<file path="src/sv/krd_pkg.sv">
package krd_pkg;

  localparam int DEF_PACKET_EVENTS  = 8;
  localparam int DEF_KEY_TABLE_SIZE = 1024;
  localparam int DEF_PENDING_DEPTH  = 8;

  localparam logic [15:0] RESET_DELAY_TICKS = 16'd12;
  localparam logic [19:0] RESET_SHIFT_US    = 20'd12000;
  localparam logic [20:0] USEC_PER_SEC      = 21'd1000000;
  localparam logic [20:0] USEC_TWO_SEC      = 21'd2000000;

  localparam logic [1:0]  KEY_RELEASED = 2'd0;
  localparam logic [1:0]  KEY_DELAYING = 2'd3;
  localparam logic [15:0] EV_TYPE_SYNC = 16'd0;
  localparam logic [15:0] EV_TYPE_KEY  = 16'd1;

  typedef enum logic {
    REG_RELEASE_DELAY = 1'b0,
    REG_TS_SHIFT      = 1'b1
  } reg_idx_t;

  // packed so that ev_type sits in the lowest bits
  typedef struct packed {
    logic [19:0] usec;
    logic [31:0] sec;
    logic [31:0] value;
    logic [15:0] code;
    logic [15:0] ev_type;
  } ev_t;

  typedef enum logic [2:0] {
    ST_IDLE,
    ST_SCAN,
    ST_COPY,
    ST_TICK_CHK,
    ST_EMIT_RD,
    ST_EMIT_LD
  } state_t;

endpackage

</file>
<file path="src/sv/krd_tshift.sv">
module krd_tshift (
  input  krd_pkg::ev_t  ev_in,
  input  logic [19:0]   shift_us,
  output krd_pkg::ev_t  ev_out
);
  import krd_pkg::*;

  logic [20:0] sum;

  // sum stays below three seconds, so at most two carries
  always_comb begin
    sum    = {1'b0, ev_in.usec} + {1'b0, shift_us};
    ev_out = ev_in;
    if (sum >= USEC_TWO_SEC) begin
      ev_out.usec = 20'(sum - USEC_TWO_SEC);
      ev_out.sec  = ev_in.sec + 32'd2;
    end else if (sum >= USEC_PER_SEC) begin
      ev_out.usec = 20'(sum - USEC_PER_SEC);
      ev_out.sec  = ev_in.sec + 32'd1;
    end else begin
      ev_out.usec = sum[19:0];
    end
  end

endmodule

</file>
<file path="config.mk">
export PLATFORM = sky130hd
export DESIGN_NAME = krd_tshift
export DESIGN_NICKNAME = d
export VERILOG_FILES = /design/src/sv/krd_pkg.sv /design/src/sv/krd_tshift.sv
export SDC_FILE = /design/constraint.sdc
export NUM_CORES = 1
export LEC_CHECK = 0
export BUFFER_PORTS_ARGS = -buffer_cell sky130_fd_sc_hd__buf_2
export CAP_MARGIN = 10
export CORE_AREA = 4 4 97 99
export DETAILED_ROUTE_END_ITERATION = 7
export DIE_AREA = 0 0 101 103
export PLACE_DENSITY = 0.75
export SLEW_MARGIN = 40
export SYNTH_ARGS = -nofsm -noshare
export SYNTH_HDL_FRONTEND = slang
export SYNTH_SLANG_ARGS = --single-unit
</file>
<file path="constraint.sdc">
create_clock -name vclk -period 10.7
set_clock_uncertainty 0.1 [all_clocks]
set_input_delay 3.21 -clock vclk [all_inputs]
set_output_delay 3.21 -clock vclk [all_outputs]
set_load 0.01 [all_outputs]
</file>
==> summary.txt <==
status: finished, final reports clean
Psw: 0.000148 W
Iteration-0 DRC Markers: 128
final setup fails: 0
Antenna Diode Count: 0
DIE AREA: 10,400 um2
hpwl dp: 7490 um
fin. max-slew vios: 0
Seq Cell Count: 0
final setup TNS: 0 ps
hold path depth: 0
syn nets: 595
Internal Power: 0.000103 W
core area: 8550 um2
Final period util: 96.6%
Synth top area share: 16.5%
Sw Ratio: 59.1%
Die H: 103 um
Yosys cell types: 60
VDD IR max: 45.6 uV
Mean Syn Cell Area: 7.04 um2
register share of total power: 0%
HP Start: ev_in[15]
slowest stage delay, CP: 440 ps
filler instances: 913
routability cong.: 0.885
Total GRT Usage: 14.8%
Pre-antenna DRT Iters: 4
CP endpoint kind: output pin
top post-synthesis cells by count: buf_4, nand2_1, xor2_1
startpoint types: input port
Yosys warnings: 0
global-route wire length before repair: 13,300 um
Worst Hold Path EP: ev_out[15]
placed instance area: 3300 um2
GR Overflow Total: 0
RSZ-0062 raised after global routing: no
Routed WL: 8730 um
crit path cell chain: buf_2, ha_1, inv_1, fa_1, nand2b_1, a211oi_2, o21ai_0, nor2_1, inv_1, ha_1, inv_1, a311o_1, a31oi_1, a211oi_4, a22oi_2, buf_4, nor4_1, xor2_1, buf_2
Logic pwr share: 100.0%
DR vias/cell: 5.35
Crit-path slowest cell: a211oi_4
# IOs: 252
PnR worst setup slack: 365 ps
Fmax: 0.0968 GHz
nets@finish: 654
number of global-route vias before repair: 2,948
CP Class: in2out
most frequent cell after synthesis: buf_4
final hold vios: 0
Hold Crit Class: in2out
routed length per placed instance: 14.6 um
Final Core Density: 38.8%
CP Data Arrival Time: 7030 ps
total vias in the final route: 3,196
Place WS: 164 ps
synthesized area: 3040 um2
Worst Tran Pin Value: 590 ps
Final ANT Viol Nets: 0
Hold Buf Count CTS: 0
cell taking the most area after synthesis: buf_4
I/O Buffers: 124
Syn Inst Count: 432
Pleak: 1.55 nW
share of cells above drive strength 1: 32.9%
crit-path max FO: 15
Clock Power Share: 0%
max_slew headroom: 60.7%
initial antenna violation count: 0
DRC viols: 0
Buf/Inv on CP: 6
Pwr Density: 75.6 nW/um2
required time of the critical path: 7390 ps
maximum number of pins on one net before global-route repair: 16
top cells by area, synth: buf_4, ha_1, xor2_1
num rows: 34
synthesis-to-layout area growth: 9.05%
Sequential Area: 0 um2
Design Area, Final: 3320 um2
min Tclk post-route: 10,340 ps
top cell family by delay on the critical path: compound AO/OA/AOI/OAI gates
Max-Cap Viols: 0
# clk buffers: 0
Die Width: 101 um
initial core utilization: 35.6%
CP dominant cell by count: inv_1
register area share after synthesis: 0%
-- logic make-up after synthesis --
group	share of synthesized area (%)
mux	0.700
xor+xnor	15.8
fa+ha+maj	11.4
simple gates	23.3
buf+inv	20.5
compound gates	28.5
-- metal layers --
| metal | global-route usage (%) | vias to the layer above | share of wire, % |
|---|---|---|---|
| met5 | 0 | - | 0 |
| met1 | 19.3 | 1428 | 42 |
| met3 | 1.42 | 28 | 8.8 |
| met2 | 26.1 | 141 | 46 |
| li1 | - | 1599 | - |
| met4 | 4.09 | 0 | 2.7 |
-- cells in the final DEF, fill, tap and decap left out, drive strengths merged, types with 5 or more instances in the layout --
| cell type | count |
|---|---|
| o211ai | 6 |
| xor2 | 33 |
| nand2 | 42 |
| nor3 | 13 |
| o21ai | 26 |
| a21oi | 29 |
| and3 | 7 |
| nor4 | 5 |
| buf | 129 |
| nand2b | 5 |
| nand4 | 6 |
| xnor2 | 20 |
| ha | 26 |
| nor2 | 25 |
| inv | 25 |
| nand3 | 10 |
| a21o | 9 |
| a211oi | 19 |
-- per-stage QoR --
step                      std cells  power [W]  hold WS, ps
after CTS                       596   0.000249         6320
after detailed placement        596   0.000248         6320
after global routing            597   0.000277         6320
after global placement          596   0.000245         6320
final                           597   0.000251         6320
after floorplan                 432   0.000189         6400
-- how the worst max path moves through the flow --
| stage | startpoint | end | cells after the start |
|---|---|---|---|
| 2_1_floorplan | ev_in[96] | ev_out[84] | 18 |
| 5_1_grt | shift_us[0] | ev_out[95] | 21 |
| 3_3_place_gp | ev_in[96] | ev_out[76] | 18 |
| 3_5_place_dp | ev_in[96] | ev_out[76] | 18 |
| 4_1_cts | ev_in[96] | ev_out[76] | 18 |
| 6_report | ev_in[96] | ev_out[95] | 19 |
-- layout make-up --
type / count / area (um2) / share of cell area (%)
Inverter: 25 / 93.8 / 2.83
Timing Repair Buffer: 129 / 658 / 19.8
Multi-Input combinational cell: 335 / 2430 / 73.2
Tap cell: 108 / 135 / 4.08
-- power groups by stage --
stage	clock (W)	sequential [W]	combinational (W)
global placement	0	0	0.000245
detailed placement	0	0	0.000248
CTS	0	0	0.000249
global route	0	0	0.000277
finish	0	0	0.000251
floorplan	0	0	0.000189
-- timing repair --
item | CTS | global route
buffers inserted | 0 | 1
resized for setup | 0 | 2
endpoints found under the setup margin | 0 | 15
Power figures use the tool's default switching activity.
