File: config.mk
export PLATFORM = sky130hd
export DESIGN_NAME = krd_keytab
export DESIGN_NICKNAME = d
export VERILOG_FILES = /design/src/sv/krd_pkg.sv /design/src/sv/krd_keytab.sv
export SDC_FILE = /design/constraint.sdc
export NUM_CORES = 2
export LEC_CHECK = 0
export ABC_AREA = 1
export BUFFER_PORTS_ARGS = -buffer_cell sky130_fd_sc_hd__buf_2
export CORE_AREA = 2 2 385 387
export CTS_CLUSTER_SIZE = 30
export DETAILED_ROUTE_END_ITERATION = 10
export DIE_AREA = 0 0 387 389
export PLACE_DENSITY_LB_ADDON = 0.15
export REMOVE_ABC_BUFFERS = 1
export SLEW_MARGIN = 20
export SYNTH_ARGS = -nofsm -noshare
export SYNTH_HDL_FRONTEND = slang
export SYNTH_SLANG_ARGS = --single-unit
File: constraint.sdc
create_clock -name clk -period 62.8 [get_ports clk]
set_clock_uncertainty 0.05 [all_clocks]
set_input_delay 3.14 -clock clk [delete_from_list [all_inputs] [get_ports clk]]
set_output_delay 3.14 -clock clk [all_outputs]
set_load 0.1 [all_outputs]
File: src/sv/krd_pkg.sv
package krd_pkg;

  localparam int DEF_PACKET_EVENTS  = 8;
  localparam int DEF_KEY_TABLE_SIZE = 1024;
  localparam int DEF_PENDING_DEPTH  = 8;

  localparam logic [15:0] RESET_DELAY_TICKS = 16'd12;
  localparam logic [19:0] RESET_SHIFT_US    = 20'd12000;
  localparam logic [20:0] USEC_PER_SEC      = 21'd1000000;
  localparam logic [20:0] USEC_TWO_SEC      = 21'd2000000;

  localparam logic [1:0]  KEY_RELEASED = 2'd0;
  localparam logic [1:0]  KEY_DELAYING = 2'd3;
  localparam logic [15:0] EV_TYPE_SYNC = 16'd0;
  localparam logic [15:0] EV_TYPE_KEY  = 16'd1;

  typedef enum logic {
    REG_RELEASE_DELAY = 1'b0,
    REG_TS_SHIFT      = 1'b1
  } reg_idx_t;

  // packed so that ev_type sits in the lowest bits
  typedef struct packed {
    logic [19:0] usec;
    logic [31:0] sec;
    logic [31:0] value;
    logic [15:0] code;
    logic [15:0] ev_type;
  } ev_t;

  typedef enum logic [2:0] {
    ST_IDLE,
    ST_SCAN,
    ST_COPY,
    ST_TICK_CHK,
    ST_EMIT_RD,
    ST_EMIT_LD
  } state_t;

endpackage

File: src/sv/krd_keytab.sv
module krd_keytab #(
  parameter int KEY_TABLE_SIZE = 1024,
  parameter int KW = $clog2(KEY_TABLE_SIZE)
) (
  input  logic          clk,
  input  logic          rst,
  input  logic          wr_en,
  input  logic [KW-1:0] wr_addr,
  input  logic [1:0]    wr_data,
  input  logic [KW-1:0] rd_addr,
  output logic [1:0]    rd_data,
  output logic          busy
);
  import krd_pkg::*;

  logic [1:0]    mem [KEY_TABLE_SIZE];
  logic [KW-1:0] clr_addr;

  always_ff @(posedge clk) begin
    if (rst) begin
      busy     <= 1'b1;
      clr_addr <= '0;
    end else if (busy) begin
      clr_addr <= clr_addr + 1'b1;
      if (clr_addr == KW'(KEY_TABLE_SIZE - 1)) busy <= 1'b0;
    end
  end

  always_ff @(posedge clk) begin
    if (busy) begin
      mem[clr_addr] <= KEY_RELEASED;
    end else if (wr_en) begin
      mem[wr_addr] <= wr_data;
    end
    rd_data <= mem[rd_addr];
  end

endmodule

==> impl_metrics.py <==
metrics = {
    "status": {
        "outcome": "finished with violations",
        "violations": "slew limit",
    },
    "logic_synthesis": {
        "ys_types": 26,
        "synth_warnings": 0,
        "synth_ff_type": "edfxtp_1",
        "synth_area_sq_mm": 0.08754,
        "synth-async-reset-ratio_pct": 0,
        "synth.avg_cell_area_sq_um": 10.84,
        "synth-seq-cells": 2061,
        "yosysSeqAreaShare_pct": 70.55,
        "synth_edf_count": 2048,
        "synthCells": 8078,
    },
    "timing": {
        "fin_crit_ps": 8804,
        "relSlewSlack_pct": -14.31,
        "grt_setup_unrepaired": "false",
        "finalHoldWorstSlack_ps": 446.5,
        "finalSetupViolations": 0,
        "worst_slew_pin_slew_ps": 1715,
        "clock.fmax_mhz": 113.6,
        "hold_violations": 0,
        "setup_slack_ps": 54000,
        "period_share_pct": 14.02,
        "setup-tns-final_ps": 0,
        "final-max-slew-violation-count": 157,
    },
    "worst_hold_path": {
        "hp-start": "clr_addr[6]$_SDFFE_PP0P_",
        "hold_path.class": "register to register",
        "worstHoldEndpoint": "clr_addr[6]$_SDFFE_PP0P_",
        "holdPathStages": 1,
    },
    "route": {
        "dr.first_iter.drc_count": 7575,
        "antenna_left": 0,
        "drc": 0,
        "first_pass_iters": 6,
        "routed-via-count": 60650,
        "wire_per_inst_um": 24.36,
        "viasPerCell": 6.160,
        "totalWireLength_um": 239800,
    },
    "grt": {
        "antenna_found_initial": 4,
        "grt_util_all_layers_pct": 31.82,
        "grt_max_degree": 243,
        "top_usage_layer": "met2",
        "met1_usage_pct": 41.32,
        "grt_pass1_vias": 59550,
        "overflow": 0,
        "grtUsageMet2_pct": 53.00,
        "grt_pass1_wl_um": 357100,
        "use_met3_pct": 5.198,
    },
    "pwr": {
        "p_sw_mw": 0.6135,
        "p_per_area_mw_per_mm2": 29.83,
        "clockPowerShare_pct": 42.0,
        "leakagePower_nw": 30.94,
        "power_mw": 2.829,
        "p_comb_share_pct": 5.4,
        "vdd_drop_max_v": 0.00003587,
        "p_int_mw": 2.216,
        "pwr-share-seq_pct": 52.7,
        "p_sw_share_pct": 21.68,
    },
    "die": {
        "die_area_sq_mm": 0.1505,
        "core.rowCount": 141,
        "io-pin-count": 28,
        "die_h_um": 389,
        "fp.dieW_um": 387,
        "design.core.area_sq_mm": 0.1466,
        "start_util_pct": 59.71,
    },
    "clock_network": {
        "tritoncts": "built",
        "cts_buffers": 199,
        "post_cts_buffers": 0,
        "root_buffer": "clkbuf_16",
        "post_cts_resized": 0,
        "clkTransAtPathRegs_ps": 60,
        "htreeDepth": 4,
        "clk_latency_ps": 820,
        "cts_buffer_depth": 3,
        "cts_hold_buf": 0,
        "cts_sinks": 2061,
    },
    "finish": {
        "stdcell_count": 9846,
        "drive_gt1_share_pct": 6.215,
        "layout.nets": 7779,
        "num_antenna_cells": 0,
        "area_growth_pct": 8.349,
    },
    "place": {
        "numPlacedInstances": 9481,
        "dp_slack_ps": 53090,
        "dp_hpwl_um": 117600,
        "gp_congestion": 0.8123,
        "io_buffers": 27,
    },
    "critical_path": {
        "path_cells": "buf_8 > inv_8 > buf_6 > buf_4 > buf_4 > buf_4 > buf_4 > nand2_1 > nand3_1 > nand3_1 > nand3_1 > nand3_1 > nand3_1 > nand3_1 > nand3_1 > nand3_1 > nand2_1 > nand2_1 > nand2_1",
        "regToRegEndpoint": "mem[997][0]$_DFFE_PP_",
        "end_kind": "register",
        "critPathMaxStageDelay_ps": 860,
        "cp_max_fo": 168,
        "crit_start": "rd_addr[0]",
        "rr_startpoint": "busy$_SDFF_PP1_",
        "slowest_stage": "buf_4",
        "start_kind": "input pin",
        "arrival_ps": 9520,
        "r2r_cells": 7,
        "rrSetupSlack_ps": 57410,
        "required_ps": 63520,
        "setup.worst_path.class": "input pin to register",
        "cpMostUsedCell": "nand3_1",
    },
    "flow_run": {
        "drv_cap": 0,
    },
}
==> registers in the layout, indices dropped and copies added, names as in the netlist <==
register / cells
mem: 2048
clr_addr: 10
rd_data: 2
busy: 1
==> worst max path at each step <==
stage / to / slack, ps
2_1_floorplan: mem[0][0]$_DFFE_PP_ / 30980
3_3_place_gp: rd_data[0]$_DFF_P_ / 53220
3_5_place_dp: rd_data[0]$_DFF_P_ / 53090
4_1_cts: rd_data[1]$_DFF_P_ / 53940
5_1_grt: rd_data[0]$_DFF_P_ / 53550
6_report: rd_data[1]$_DFF_P_ / 54000
==> layout make-up <==
| type | instances | area, sq um |
|---|---|---|
| Clock buffer | 249 | 5315 |
| Clock inverter | 115 | 1095 |
| Fill cell | 11250 | 51760 |
| Inverter | 70 | 291.5 |
| Multi-Input combinational cell | 5302 | 22980 |
| Sequential cell | 2061 | 61760 |
| Tap cell | 1930 | 2415 |
| Timing Repair Buffer | 119 | 988.4 |
==> routing by layer <==
| layer | routed length (um) | vias up | share of wire [%] |
|---|---|---|---|
| li1 | - | 27410 | - |
| met1 | 91120 | 29540 | 38 |
| met2 | 114000 | 3103 | 48 |
| met3 | 22890 | 587 | 9.5 |
| met4 | 11800 | 4 | 4.9 |
| met5 | 23 | - | 0.0096 |
==> power groups by stage <==
stage | logic (mW) | registers, mW | clock network (mW)
after floorplan | 0.110 | 1.52 | 0
after global placement | 0.145 | 1.52 | 0
after detailed placement | 0.148 | 1.52 | 0
after CTS | 0.149 | 1.49 | 1.20
after global routing | 0.165 | 1.49 | 1.25
final | 0.151 | 1.49 | 1.19
==> synthesized netlist by cell type (12+ instances only) <==
library cell | count | area (sq um)
nand2_1 | 2131 | 7999
edfxtp_1 | 2048 | 61500
nand3_1 | 2058 | 10300
clkbuf_1 | 244 | 915.9
inv_1 | 51 | 191.4
inv_2 | 19 | 71.32
buf_2 | 258 | 1291
nor2_1 | 1050 | 3941
buf_4 | 20 | 150.1
buf_1 | 116 | 435.4
nor2_2 | 12 | 75.07
nor3_1 | 16 | 80.08
dfxtp_1 | 13 | 260.3
==> critical path: cells and delay by family <==
family        cells  cell delay [ps]
buf+inv           7             4750
simple gates     12             1250
==> stage by stage <==
stage                     instance area (sq um)  util [%]
after detailed placement                  88380     60.29
after floorplan                           84670         -
after CTS                                 94790     64.66
after global placement                    88360     60.27
after global routing                      94850     64.70
final                                     94850     64.70
==> placed cells by master, fill, tap and decap left out, types with 3 or more instances in the layout <==
| cell type | count |
|---|---|
| nand2_1 | 2094 |
| edfxtp_1 | 2048 |
| nand3_1 | 2044 |
| nor2_1 | 1048 |
| clkbuf_16 | 205 |
| buf_4 | 83 |
| clkinv_1 | 50 |
| inv_1 | 48 |
| clkbuf_1 | 42 |
| clkinv_2 | 37 |
| nand2_2 | 26 |
| bufinv_16 | 22 |
| buf_2 | 22 |
| inv_2 | 17 |
| nor3_1 | 16 |
| nand3_4 | 14 |
| dfxtp_1 | 13 |
| nand2_4 | 12 |
| nor2_2 | 12 |
| o21ai_2 | 8 |
| a21oi_1 | 8 |
| buf_12 | 8 |
| o21ai_0 | 7 |
| nor2_4 | 5 |
| clkinvlp_4 | 5 |
| inv_8 | 3 |
| buf_8 | 3 |
==> logic make-up after synthesis <==
family | share of synthesized area (%)
adders and majority gates | 0.01429
and+or+nand+nor | 25.67
DFF | 70.55
AOI/OAI and AO/OA | 0.1858
buffers and inverters | 3.580
Power figures use the tool's default switching activity.
